$ cat src/rtl/hbs_pkg.sv
// ----------------------------------------------------------------------------
// hbs_pkg
// Shared types, widths, register codes and helpers of the heightmap sampler.
// ----------------------------------------------------------------------------
package hbs_pkg;

    // fixed field widths
    localparam int DIM_BITS       = 9;
    localparam int COORD_BITS     = 16;
    localparam int WEIGHT_BITS    = 16;
    localparam int HEIGHT_BITS    = 16;
    localparam int POS_BITS       = 8;
    localparam int SCALED_BITS    = DIM_BITS + COORD_BITS;
    localparam int CFG_INDEX_BITS = 2;

    // parameter defaults
    localparam int DEF_MAX_COLS    = 256;
    localparam int DEF_MAX_ROWS    = 256;
    localparam int DEF_SAMPLE_BITS = 16;

    localparam logic [DIM_BITS-1:0] DIM_RESET = DIM_BITS'(256);

    // configuration register indexes
    localparam logic [CFG_INDEX_BITS-1:0] REG_MAP_WIDTH  = CFG_INDEX_BITS'(0);
    localparam logic [CFG_INDEX_BITS-1:0] REG_MAP_HEIGHT = CFG_INDEX_BITS'(1);

    // control that travels with an item
    typedef struct packed {
        logic vld;
        logic wr;
    } hbs_ctl_t;

    // zero acts as one, oversize acts as the store size
    function automatic logic [DIM_BITS-1:0] clamp_dim(
        input logic [DIM_BITS-1:0] value,
        input int unsigned         limit
    );
        logic [DIM_BITS-1:0] res;
        if (value == '0)
            res = DIM_BITS'(1);
        else if (32'(value) > limit)
            res = DIM_BITS'(limit);
        else
            res = value;
        return res;
    endfunction

endpackage

$ cat src/rtl/hbs_lerp.sv
// ----------------------------------------------------------------------------
// hbs_lerp
// Two-stage linear blend a + trunc((b - a) * t / 2^16), rounded toward zero.
// ----------------------------------------------------------------------------
module hbs_lerp
    import hbs_pkg::*;
#(
    parameter int SAMPLE_BITS = DEF_SAMPLE_BITS
) (
    input  logic                          clk,
    input  logic signed [SAMPLE_BITS-1:0] a,
    input  logic signed [SAMPLE_BITS-1:0] b,
    input  logic [WEIGHT_BITS-1:0]        t,
    output logic signed [SAMPLE_BITS-1:0] y
);

    localparam int PW = SAMPLE_BITS + WEIGHT_BITS + 2;

    logic signed [SAMPLE_BITS:0]   d_next;
    logic signed [PW-1:0]          p_next, p_reg;
    logic signed [SAMPLE_BITS-1:0] a_reg;
    logic signed [PW-1:0]          bias;
    logic signed [PW-1:0]          p_adj;
    logic signed [PW-1:0]          q;
    logic signed [PW-1:0]          sum;
    logic [SAMPLE_BITS-1:0]        y_next, y_reg;

    always_comb
    begin
        d_next = {b[SAMPLE_BITS-1], b} - {a[SAMPLE_BITS-1], a};
        p_next = PW'(d_next) * PW'($signed({1'b0, t}));
    end

    always_comb
    begin
        bias   = PW'((1 << WEIGHT_BITS) - 1);
        // negative products get the bias so the shift truncates toward zero
        p_adj  = p_reg[PW-1] ? (p_reg + bias) : p_reg;
        q      = p_adj >>> WEIGHT_BITS;
        sum    = PW'(a_reg) + q;
        y_next = sum[SAMPLE_BITS-1:0];
    end

    always_ff @(posedge clk)
    begin
        p_reg <= p_next;
        a_reg <= a;
        y_reg <= y_next;
    end

    assign y = y_reg;

endmodule

$ cat config.mk
export PLATFORM = sky130hd
export DESIGN_NAME = hbs_lerp
export DESIGN_NICKNAME = d
export VERILOG_FILES = /design/src/rtl/hbs_pkg.sv /design/src/rtl/hbs_lerp.sv
export SDC_FILE = /design/constraint.sdc
export NUM_CORES = 1
export LEC_CHECK = 0
export ABC_AREA = 1
export BUFFER_PORTS_ARGS = -buffer_cell sky130_fd_sc_hd__buf_2
export CORE_MARGIN = 1.5
export CORE_UTILIZATION = 33
export DETAILED_ROUTE_END_ITERATION = 6
export PLACE_DENSITY = 0.53
export SYNTH_ARGS = -nofsm -noshare
export SYNTH_HDL_FRONTEND = slang
export SYNTH_SLANG_ARGS = --single-unit
$ cat constraint.sdc
create_clock -name clk -period 19.6 [get_ports clk]
set_input_delay 1.96 -clock clk [delete_from_list [all_inputs] [get_ports clk]]
set_output_delay 1.96 -clock clk [all_outputs]
set_load 0.02 [all_outputs]
==> impl_summary.log <==
[metrics] result of the run: finished, final reports clean
[metrics] Async SR Flop Fraction: 0
[metrics] endpoints failing hold: 0
[metrics] number of buffers added by the clock tree synthesis step: 9
[metrics] overall fraction of global-route tracks in use: 0.198
[metrics] maximum buffer depth of the clock tree: 2
[metrics] TNS Setup: 0 ps
[metrics] I/O Pins: 65
[metrics] final max-slew violation count: 0
[metrics] fraction of post-synthesis cell area in the top cell type by area: 0.382
[metrics] instance count of the mapped netlist: 1791
[metrics] number of synthesized register bits: 65
[metrics] clock slew at the register clock pins of the worst setup and hold paths: ~60 ps
[metrics] WP data arrival: slightly above 9000 ps
[metrics] row cnt: 76
[metrics] final worst-path cycle share: 0.461
[metrics] via count of the first global-routing pass: 12300
[metrics] Resized Gates After CTS: 0
[metrics] Layout area overhead: 8.55%
[metrics] path type of the worst min-delay path: register to register
[metrics] measured slew at the worst slew-check pin: 763 ps
[metrics] critical path capture point type: register
[metrics] pre-CTS WS: 10260 ps
[metrics] width of the chip: 212 µm
[metrics] worst path setup slack after routing: 10560 ps
[metrics] clock root cell: clkbuf_16
[metrics] final non-filler cell total: 2426
[metrics] largest net degree at the start of global routing: 18
[metrics] hold-fix buffer count after cts: 0
[metrics] WP data required: 19860 ps
[metrics] gp weighted congestion: 0.915
[metrics] global-route wire length before repair: 67500 µm
[metrics] area inside the core boundary: 0.0430 mm²
[metrics] total congestion overflow: 0
[metrics] flip-flop count of the largest register, all copies and words added: 33
[metrics] maximum fanout encountered on the critical timing path: 14
[metrics] antenna diode count: 0
[metrics] maximum clock skew at final layout: 9.97 ps
[metrics] WL final: 41700 µm
[metrics] number of setup violations in the final report: 0
[metrics] IO Port Bufs: 64
[metrics] sequential cell area fraction in the yosys report: 0.0905
[metrics] net count after synthesis: 2235
[metrics] post-detailed-route wirelength per cell: roughly 17 µm
[metrics] remaining design rule violation count: 0
[metrics] yosys warns: 0
[metrics] Placed Cells incl. Taps: 2410
[metrics] critical setup path kind: primary input to register
[metrics] Post-synth EDFFs: 0
[metrics] TritonCTS clock tree: built
[metrics] Mapped Area: around 0.014 mm²
[metrics] Final Critical Period: 9040 ps
[metrics] synth top area cells: fa_1 38%, inv_1 12%, ha_1 11%, dfxtp_1 9.1%, nand2_1 6.6%
[metrics] CP startpoint kind: primary input
[metrics] drt via density: 4.73
[metrics] number of nets at the end of the flow: 2280
[metrics] count of maximum capacitance violations: 0
[metrics] die area: 0.0448 mm²
[metrics] layout cell share with drive strength beyond 1: 0.0766
[metrics] number of iterations in the first detailed-routing pass: 6
[metrics] Detailed Place HPWL: 35700 µm
[metrics] post-synthesis average cell area: 8.03 µm²
[metrics] combined area of the multi-input logic cells: 0.0111 mm²
[metrics] worst slew margin relative to its limit: 0.490
[metrics] total number of clock tree sinks: 65
[metrics] antenna-violating nets left: 0
[metrics] most used flip-flop cell after synthesis: dfxtp_1
[metrics] unrepaired setup endpoints after global routing: no
[metrics] Clock H-tree levels: 3
[metrics] area occupied by registers: 0.00130 mm²
[metrics] initial standard-cell utilization of the core: 0.334
[metrics] Highest Clock Rate: 0.111 GHz
[metrics] Die Ht: 212 µm
[metrics] number of antenna violations at the first check in global routing: 0
[metrics] DR iter-0 viols: 641
[metrics] Setup Fix Bufs, Post-CTS: 0
[metrics] clock latency at the later pin of the worst-skew pair: 340 ps
[metrics] routed vias: approximately 11000
[metrics] cell taking the most area after synthesis: fa_1
[metrics] library cells used by synthesis: 50
[metrics] number of filler instances in the final layout: 4578
-- cell families after synthesis --
group / count (synthesis) / synth area share
flip-flops: 65 / 0.0905
AND/OR/NAND/NOR: 625 / 0.191
adder cells (fa/ha/maj): 395 / 0.487
XOR/XNOR: 69 / 0.0447
buffers and inverters: 509 / 0.136
AO/OA/AOI/OAI: 128 / 0.0514
-- final cells by class --
| type | instances | share of cell area |
|---|---|---|
| multi-input cells | 1217 | 0.713 |
| inverters | 477 | 0.115 |
| flip-flops and latches | 65 | 0.0834 |
| well taps | 585 | 0.0469 |
| repair buffers | 66 | 0.0215 |
| clock buffers | 9 | 0.0144 |
| clock inverters | 7 | 0.00641 |
-- layer usage --
metal  vias to the layer above  share of wire  global-route usage
met1                      5652           0.44               0.261
met3                        54          0.072              0.0337
li1                       5395              -                   -
met5                         -              0                   0
met4                         0          0.022              0.0461
met2                       364           0.47               0.337
-- Yosys cell counts (4+ instances only) --
master and count:
xor2_1 46, nand3_1 105, nand3b_1 5, ha_1 121
or2_1 5, fa_1 274, nor2_2 17, clkbuf_1 21
inv_2 9, o21bai_1 9, a21oi_1 63, o21ai_0 29
clkinv_1 5, buf_2 5, nand2_2 14, nand3_2 4
nand4_1 12, dfxtp_1 65, a21o_1 6, nor2_1 189
nand2_1 251, xnor2_1 21, inv_1 463, nor3_1 12
-- stage by stage --
step           instance area (µm²)  hold slack (ps)  utilization
2_1_floorplan                14400              432            -
3_3_place_gp                 15300              562        0.355
3_5_place_dp                 15300              550        0.355
4_1_cts                      15600              581        0.363
5_1_grt                      15600              578        0.363
6_report                     15600              581        0.363
-- cell usage in the layout, fill, tap and decap left out, types with 4 or more instances in the layout --
cell type	count
or2_1	5
buf_2	64
inv_2	9
a21o_1	6
clkbuf_16	9
nor2_2	17
o21bai_1	9
nand4_1	12
xor2_1	46
nand2_1	251
dfxtp_1	65
inv_1	463
nand3_2	4
xnor2_1	21
nor2_1	189
nor3_1	12
ha_1	121
fa_1	274
clkinv_1	5
o21ai_0	29
a21oi_1	63
nand3_1	105
nand3b_1	5
nand2_2	14
-- worst paths after layout --
check | slack, ps | end | start | cells after the start
max reg2reg | 16580 | y[10] | p_reg[0] | 15
min reg2reg | 580 | y[0] | a_reg[0] | 1
min | 580 | y[0] | a_reg[0] | 1
max | 10560 | p_reg[26] | a[0] | 28
-- critical path, cell delays in order --
cell	delay, ps
buf_2	110
ha_1	220
fa_1	410
nand3b_1	200
nand2_1	130
nand3_1	100
nand2_2	140
nand2_1	110
nand2_1	90
nand2_2	80
nand2_4	250
nor2_1	180
fa_1	720
inv_1	160
fa_1	600
inv_1	150
fa_1	570
fa_1	440
fa_1	550
inv_1	50
fa_1	520
inv_1	40
ha_1	400
nand2_1	170
nor3_1	370
nand3_1	140
o211ai_1	250
xor2_1	190
Power is left out: the tool's default activity adds up to more than one toggle a clock period on the data nets, which glitch-free logic cannot reach.
