**config.mk**
```make
export PLATFORM = sky130hd
export DESIGN_NAME = hbs_front
export DESIGN_NICKNAME = d
export VERILOG_FILES = /design/src/rtl/hbs_pkg.sv /design/src/rtl/hbs_front.sv
export SDC_FILE = /design/constraint.sdc
export NUM_CORES = 1
export LEC_CHECK = 0
export ABC_AREA = 1
export BUFFER_PORTS_ARGS = -buffer_cell sky130_fd_sc_hd__buf_2
export CAP_MARGIN = 20
export CORE_UTILIZATION = 60
export CTS_BUF_LIST = sky130_fd_sc_hd__clkbuf_4
export CTS_CLUSTER_DIAMETER = 60
export CTS_CLUSTER_SIZE = 8
export DETAILED_ROUTE_END_ITERATION = 8
export GPL_TIMING_DRIVEN = 0
export PLACE_DENSITY = 0.79
export SYNTH_ARGS = -nofsm -noshare
export SYNTH_HDL_FRONTEND = slang
export SYNTH_SLANG_ARGS = --single-unit
```
**constraint.sdc**
```tcl
create_clock -name clk -period 4.65 [get_ports clk]
set_clock_uncertainty 0.2 [all_clocks]
set_input_delay 1.395 -clock clk [delete_from_list [all_inputs] [get_ports clk]]
set_output_delay 1.395 -clock clk [all_outputs]
set_load 0.02 [all_outputs]
```
**src/rtl/hbs_pkg.sv**
```systemverilog
// ----------------------------------------------------------------------------
// hbs_pkg
// Shared types, widths, register codes and helpers of the heightmap sampler.
// ----------------------------------------------------------------------------
package hbs_pkg;

    // fixed field widths
    localparam int DIM_BITS       = 9;
    localparam int COORD_BITS     = 16;
    localparam int WEIGHT_BITS    = 16;
    localparam int HEIGHT_BITS    = 16;
    localparam int POS_BITS       = 8;
    localparam int SCALED_BITS    = DIM_BITS + COORD_BITS;
    localparam int CFG_INDEX_BITS = 2;

    // parameter defaults
    localparam int DEF_MAX_COLS    = 256;
    localparam int DEF_MAX_ROWS    = 256;
    localparam int DEF_SAMPLE_BITS = 16;

    localparam logic [DIM_BITS-1:0] DIM_RESET = DIM_BITS'(256);

    // configuration register indexes
    localparam logic [CFG_INDEX_BITS-1:0] REG_MAP_WIDTH  = CFG_INDEX_BITS'(0);
    localparam logic [CFG_INDEX_BITS-1:0] REG_MAP_HEIGHT = CFG_INDEX_BITS'(1);

    // control that travels with an item
    typedef struct packed {
        logic vld;
        logic wr;
    } hbs_ctl_t;

    // zero acts as one, oversize acts as the store size
    function automatic logic [DIM_BITS-1:0] clamp_dim(
        input logic [DIM_BITS-1:0] value,
        input int unsigned         limit
    );
        logic [DIM_BITS-1:0] res;
        if (value == '0)
            res = DIM_BITS'(1);
        else if (32'(value) > limit)
            res = DIM_BITS'(limit);
        else
            res = value;
        return res;
    endfunction

endpackage

```
**src/rtl/hbs_front.sv**
```systemverilog
// ----------------------------------------------------------------------------
// hbs_front
// Scales u,v into cell and weight, wraps the neighbours and forms addresses.
// Three register stages: scale, cell select, address.
// ----------------------------------------------------------------------------
module hbs_front
    import hbs_pkg::*;
#(
    parameter int MAX_COLS    = DEF_MAX_COLS,
    parameter int MAX_ROWS    = DEF_MAX_ROWS,
    parameter int SAMPLE_BITS = DEF_SAMPLE_BITS,
    localparam int COL_BITS   = $clog2(MAX_COLS),
    localparam int ROW_BITS   = $clog2(MAX_ROWS),
    localparam int ADDR_BITS  = $clog2(MAX_COLS * MAX_ROWS)
) (
    input  logic                          clk,
    input  logic                          rst_n,
    input  logic                          accept,
    input  logic                          req_type,
    input  logic [POS_BITS-1:0]           write_col,
    input  logic [POS_BITS-1:0]           write_row,
    input  logic signed [HEIGHT_BITS-1:0] write_value,
    input  logic [COORD_BITS-1:0]         coord_u,
    input  logic [COORD_BITS-1:0]         coord_v,
    input  logic [DIM_BITS-1:0]           map_width,
    input  logic [DIM_BITS-1:0]           map_height,
    output hbs_ctl_t                      ctl,
    output logic [ADDR_BITS-1:0]          addr_00,
    output logic [ADDR_BITS-1:0]          addr_10,
    output logic [ADDR_BITS-1:0]          addr_01,
    output logic [ADDR_BITS-1:0]          addr_11,
    output logic [SAMPLE_BITS-1:0]        wdata,
    output logic [WEIGHT_BITS-1:0]        tx,
    output logic [WEIGHT_BITS-1:0]        ty
);

    // stage 1: scaled coordinates
    hbs_ctl_t                      ctl1_reg, ctl1_next;
    logic [SCALED_BITS-1:0]        sx1_reg, sy1_reg;
    logic [POS_BITS-1:0]           col1_reg, row1_reg;
    logic signed [HEIGHT_BITS-1:0] val1_reg;
    logic                          in_range;

    // stage 2: cell and neighbours
    hbs_ctl_t                      ctl2_reg;
    logic [COL_BITS-1:0]           x2_reg, x12_reg, x2_next, x12_next;
    logic [ROW_BITS-1:0]           y2_reg, y12_reg, y2_next, y12_next;
    logic [WEIGHT_BITS-1:0]        tx2_reg, ty2_reg;
    logic [SAMPLE_BITS-1:0]        wval2_reg;
    logic [DIM_BITS-1:0]           xi, yi;
    logic [DIM_BITS:0]             xi_inc, yi_inc;

    // stage 3: addresses
    hbs_ctl_t                      ctl3_reg;
    logic [ADDR_BITS-1:0]          a00_reg, a10_reg, a01_reg, a11_reg;
    logic [ADDR_BITS-1:0]          base0_next, base1_next;
    logic [SAMPLE_BITS-1:0]        wval3_reg;
    logic [WEIGHT_BITS-1:0]        tx3_reg, ty3_reg;

    always_comb
    begin
        in_range      = (32'(write_col) < MAX_COLS) && (32'(write_row) < MAX_ROWS);
        ctl1_next.vld = accept && (req_type || in_range);
        ctl1_next.wr  = !req_type;
    end

    always_comb
    begin
        xi     = sx1_reg[SCALED_BITS-1 -: DIM_BITS];
        yi     = sy1_reg[SCALED_BITS-1 -: DIM_BITS];
        xi_inc = {1'b0, xi} + 1'b1;
        yi_inc = {1'b0, yi} + 1'b1;
        if (ctl1_reg.wr)
        begin
            x2_next  = COL_BITS'(col1_reg);
            y2_next  = ROW_BITS'(row1_reg);
            x12_next = COL_BITS'(col1_reg);
            y12_next = ROW_BITS'(row1_reg);
        end
        else
        begin
            x2_next  = COL_BITS'(xi);
            y2_next  = ROW_BITS'(yi);
            // right and lower neighbours wrap to zero
            x12_next = (xi_inc >= {1'b0, map_width})  ? '0 : COL_BITS'(xi_inc);
            y12_next = (yi_inc >= {1'b0, map_height}) ? '0 : ROW_BITS'(yi_inc);
        end
    end

    always_comb
    begin
        base0_next = ADDR_BITS'(y2_reg)  * ADDR_BITS'(MAX_COLS);
        base1_next = ADDR_BITS'(y12_reg) * ADDR_BITS'(MAX_COLS);
    end

    always_ff @(posedge clk or negedge rst_n)
    begin
        if (!rst_n)
        begin
            ctl1_reg <= '0;
            ctl2_reg <= '0;
            ctl3_reg <= '0;
        end
        else
        begin
            ctl1_reg <= ctl1_next;
            ctl2_reg <= ctl1_reg;
            ctl3_reg <= ctl2_reg;
        end
    end

    always_ff @(posedge clk)
    begin
        sx1_reg  <= SCALED_BITS'(map_width)  * SCALED_BITS'(coord_u);
        sy1_reg  <= SCALED_BITS'(map_height) * SCALED_BITS'(coord_v);
        col1_reg <= write_col;
        row1_reg <= write_row;
        val1_reg <= write_value;

        x2_reg    <= x2_next;
        x12_reg   <= x12_next;
        y2_reg    <= y2_next;
        y12_reg   <= y12_next;
        tx2_reg   <= sx1_reg[WEIGHT_BITS-1:0];
        ty2_reg   <= sy1_reg[WEIGHT_BITS-1:0];
        wval2_reg <= SAMPLE_BITS'(val1_reg);

        a00_reg   <= base0_next + ADDR_BITS'(x2_reg);
        a10_reg   <= base0_next + ADDR_BITS'(x12_reg);
        a01_reg   <= base1_next + ADDR_BITS'(x2_reg);
        a11_reg   <= base1_next + ADDR_BITS'(x12_reg);
        wval3_reg <= wval2_reg;
        tx3_reg   <= tx2_reg;
        ty3_reg   <= ty2_reg;
    end

    assign ctl     = ctl3_reg;
    assign addr_00 = a00_reg;
    assign addr_10 = a10_reg;
    assign addr_01 = a01_reg;
    assign addr_11 = a11_reg;
    assign wdata   = wval3_reg;
    assign tx      = tx3_reg;
    assign ty      = ty3_reg;

    // right neighbour is either the next column or the wrap to zero
    a_x_wrap: assert property (@(posedge clk) disable iff (!rst_n)
        (ctl2_reg.vld && !ctl2_reg.wr) |->
            (x12_reg == '0 || x12_reg == COL_BITS'(x2_reg + 1'b1)))
        else $error("right neighbour column neither next nor wrapped");

    // a write keeps one cell for both neighbours
    a_wr_same: assert property (@(posedge clk) disable iff (!rst_n)
        (ctl2_reg.vld && ctl2_reg.wr) |-> (x12_reg == x2_reg && y12_reg == y2_reg))
        else $error("write item split across cells");

endmodule

```
==> results.md <==
* Final setup viols at 12
* Worst Path Required at roughly 5.0 ns
* DR pass1 iterations at 5
* Worst skew pair latency at 0.63 ns
* Dpl hpwl at roughly 30000 um
* Final ANT Viol Nets at 0
* Layout area overhead at 24.2%
* CORE AREA at approximately 27000 um^2
* Worst-case reg-to-reg path depth at 14
* P_leak at about 12 nW
* Vias in the first global route at 13500
* Rel. slew slack at 0.671
* Syn_nets at around 2400
* Area of the multi-input gates at slightly above 10000 um^2
* Crit Path Class: in2reg
* FFs w/ async S/R, synth at 0.0242
* Worst EP arrival at 5.03 ns
* Minimum clock period at roughly 4.7 ns
* Iter 0 DRT Violations at between 800 and 900
* IO Pins at 200
* Share of cells above drive strength 1 at 0.276
* Synth top cells by count: nand2_1 (563), inv_1 (545), dfxtp_1 (242), fa_1 (198), ha_1 (110)
* Per-cell routed wire length at about 15 um
* Final cycle utilization of the critical path at 1.02
* Cell count after placement at 2546
* Via-to-Cell Ratio at between 4 and 5
* Cell depth of the worst hold path at 0
* Total power at 14.0 mW
* Initial antenna violation count at 1
* Fmax at roughly 210 MHz
* Synth Warn # at 0
* Clock tree from TritonCTS: done
* Synth unique cells at 29
* Post-synth top flop: dfxtp_1
* Worst IR drop on VDD at ~0.46 mV
* Worst-Margin Slew at 0.493 ns
* Main combinational cell family by area after synthesis: adder cells
* Starting density of the core at 0.613
* CTS Hold Bufs at 0
* Largest net degree at the start of global routing at 18
* H-tree depth at 2
* Clk sink count at ~250
* Post-synthesis sequential area ratio at 0.302
* Synth area leader: dfxtp_1
* Status: finished, violations left
* First-pass GRT wire length at between 60000 and 70000 um
* Max Cap Viol at 0
* Post-Route WL at roughly 40000 um
* Gr usage total at 0.284
* R2r endpoint: y12_reg[7]$_DFF_P_
* Final Max Slew Viols at 0
* Filler-free cell count of the finished design at 2659
* Setup TNS at -0.362 ns
* Top-area cell type share of the netlist area at 0.293
* Die ar. at approximately 28000 um^2
* Die X at roughly 170 um
* Number of synthesized register bits at 248
* Failing checks: negative setup slack
* Number of synthesized flops with an enable pin at 0
* Row cnt at 60
* CP Capture Type: flip-flop
* Synth Area in Simple Gates at 0.180
* Final hold vios at 0
* RSZ-0062 raised after global routing: yes
* HP Start: y12_reg[5]$_DFF_P_
* Top cells by area, synth: dfxtp_1 (29%), fa_1 (24%), nand2_1 (13%), inv_1 (12%), ha_1 (8.3%)
* Setup crit start kind: input pin
* Mapped cell area at ~17000 um^2
* DRC at 0
* Reg clk slew, reported paths at roughly 0.080 ns
* Total number of vias at 13100
* Total CTS buffers at 37
* Fill count at between 1500 and 2000
* Die Y-Extent at ~170 um
* Most used standard cell by instance count after synthesis: nand2_1
* Mapped Cells at between 2000 and 2500
* Post-synthesis mux area share at 0
* Maximum root-to-sink buffer count at 3
* Final worst setup slack at -0.0709 ns
* Flop2flop setup slack at 1.98 ns
* Synth Area in Adders at 0.323
* Hold endpoint: addr_11[13]$_DFF_P_
* Routability cong. at 0.920
* XOR/XNOR Fraction of Synth Area at 0.0154
* PD cells at 684 nW/um^2
* Worst min path class: reg2reg
* Root Buffer: clkbuf_4
* Syn Area/Cell at roughly 8.0 um^2
* Sequential standard cell area at roughly 5000 um^2
* PortBufs at 151
* Worst-path fanout max at 8
* Final #Nets at about 2700
* Gr ovfl total at 0
* R2R Path Start: sy1_reg[17]$_DFF_P_
* Compound-Gate Fraction of Synth Area at 0.0207
-- worst max-delay path by stage --
stage	start	endpoint	depth (start not counted)	slack [ns]
after floorplan	map_width[0]	sx1_reg[20]$_DFF_P_	20	-0.36
after global placement	map_width[7]	sx1_reg[24]$_DFF_P_	17	-0.93
after detailed placement	map_width[7]	sx1_reg[16]$_DFF_P_	18	-0.98
after CTS	map_width[8]	sx1_reg[22]$_DFF_P_	20	-0.04
after global routing	map_width[5]	sx1_reg[20]$_DFF_P_	18	-0.15
final	map_width[0]	sx1_reg[16]$_DFF_P_	21	-0.07
-- what timing repair did --
item,in CTS,in global routing
endpoints found under the hold margin,0,0
resized for setup,110,181
pin swaps,87,146
setup buffers,31,37
gates cloned,2,1
setup endpoints to repair,29,32
-- layer usage --
layer  part of all wire  GRT usage  routed length, um
met1               0.41      0.359              16200
met2               0.48      0.489              19100
met3              0.080     0.0557               3170
met4              0.026     0.0965               1040
met5                  0          0                  0
-- cell type report --
type / count / share of cell area
tap: 341 / 0.0208
clock buffer: 40 / 0.0146
sequential: 248 / 0.244
clock inverter: 4 / 0.00244
antenna: 1 / 0.000122
inverter: 556 / 0.102
buffer: 102 / 0.0534
timing repair buffer: 222 / 0.0702
multi-input combinational: 1145 / 0.493
-- layout by cell type (no fill, tap or decap), types with 5 or more instances in the layout --
cell | Yosys | routed
clkbuf_2 | 0 | 19
dfrtp_1 | 6 | 6
inv_1 | 545 | 494
nand3_1 | 73 | 55
nand2_1 | 563 | 461
nand3b_1 | 5 | 5
fa_1 | 198 | 191
ha_4 | 0 | 27
a21oi_2 | 0 | 8
buf_2 | 1 | 155
buf_6 | 0 | 8
clkbuf_16 | 0 | 15
fa_2 | 0 | 7
nor2_4 | 1 | 16
ha_1 | 110 | 81
nand2_4 | 0 | 36
nand4_1 | 10 | 10
clkbuf_4 | 0 | 48
a21oi_1 | 30 | 17
o21ai_0 | 20 | 20
dfxtp_1 | 242 | 242
xor2_1 | 25 | 22
inv_2 | 10 | 59
buf_4 | 32 | 88
nand2_2 | 3 | 69
nor2_1 | 80 | 52
nor2_2 | 1 | 14
buf_12 | 0 | 13
a21oi_4 | 1 | 6
nand3_2 | 1 | 18
buf_8 | 0 | 7
o21bai_1 | 8 | 7
clkbuf_8 | 0 | 7
-- power by group --
group	internal (mW)	total [mW]	switching, mW
sequential	2.84	3.09	0.254
combinational	4.05	9.82	5.77
clock	0.459	1.11	0.650
total	7.35	14.0	6.67
-- kinds of logic after synthesis --
group / Yosys count
compound gates: 61
xor+xnor: 29
fa+ha+maj: 308
buf+inv: 661
flops: 248
simple gates: 747
-- worst max-delay path: stages --
cell	delay, ns
buf_12	0.12
clkbuf_16	0.16
buf_6	0.10
nand2_4	0.04
fa_1	0.50
inv_1	0.05
fa_1	0.47
fa_1	0.55
inv_2	0.05
fa_1	0.49
inv_2	0.05
ha_4	0.31
nand2_4	0.08
inv_2	0.06
nand2_2	0.06
nand2_4	0.07
inv_2	0.04
nand2_4	0.07
nand2_2	0.07
nand2_2	0.09
xor2_2	0.18
-- through the flow --
stage               cell area, um^2   util  setup WS [ns]  hold WS [ns]
finish                        20500  0.761        -0.0709        0.0919
global route                  20500  0.761         -0.152         0.100
CTS                           19700  0.731        -0.0427        0.0816
detailed placement            18700  0.692         -0.985         0.112
global placement              18700  0.692         -0.927         0.110
floorplan                     17500      -         -0.358         0.110
Power figures use the tool's default switching activity.
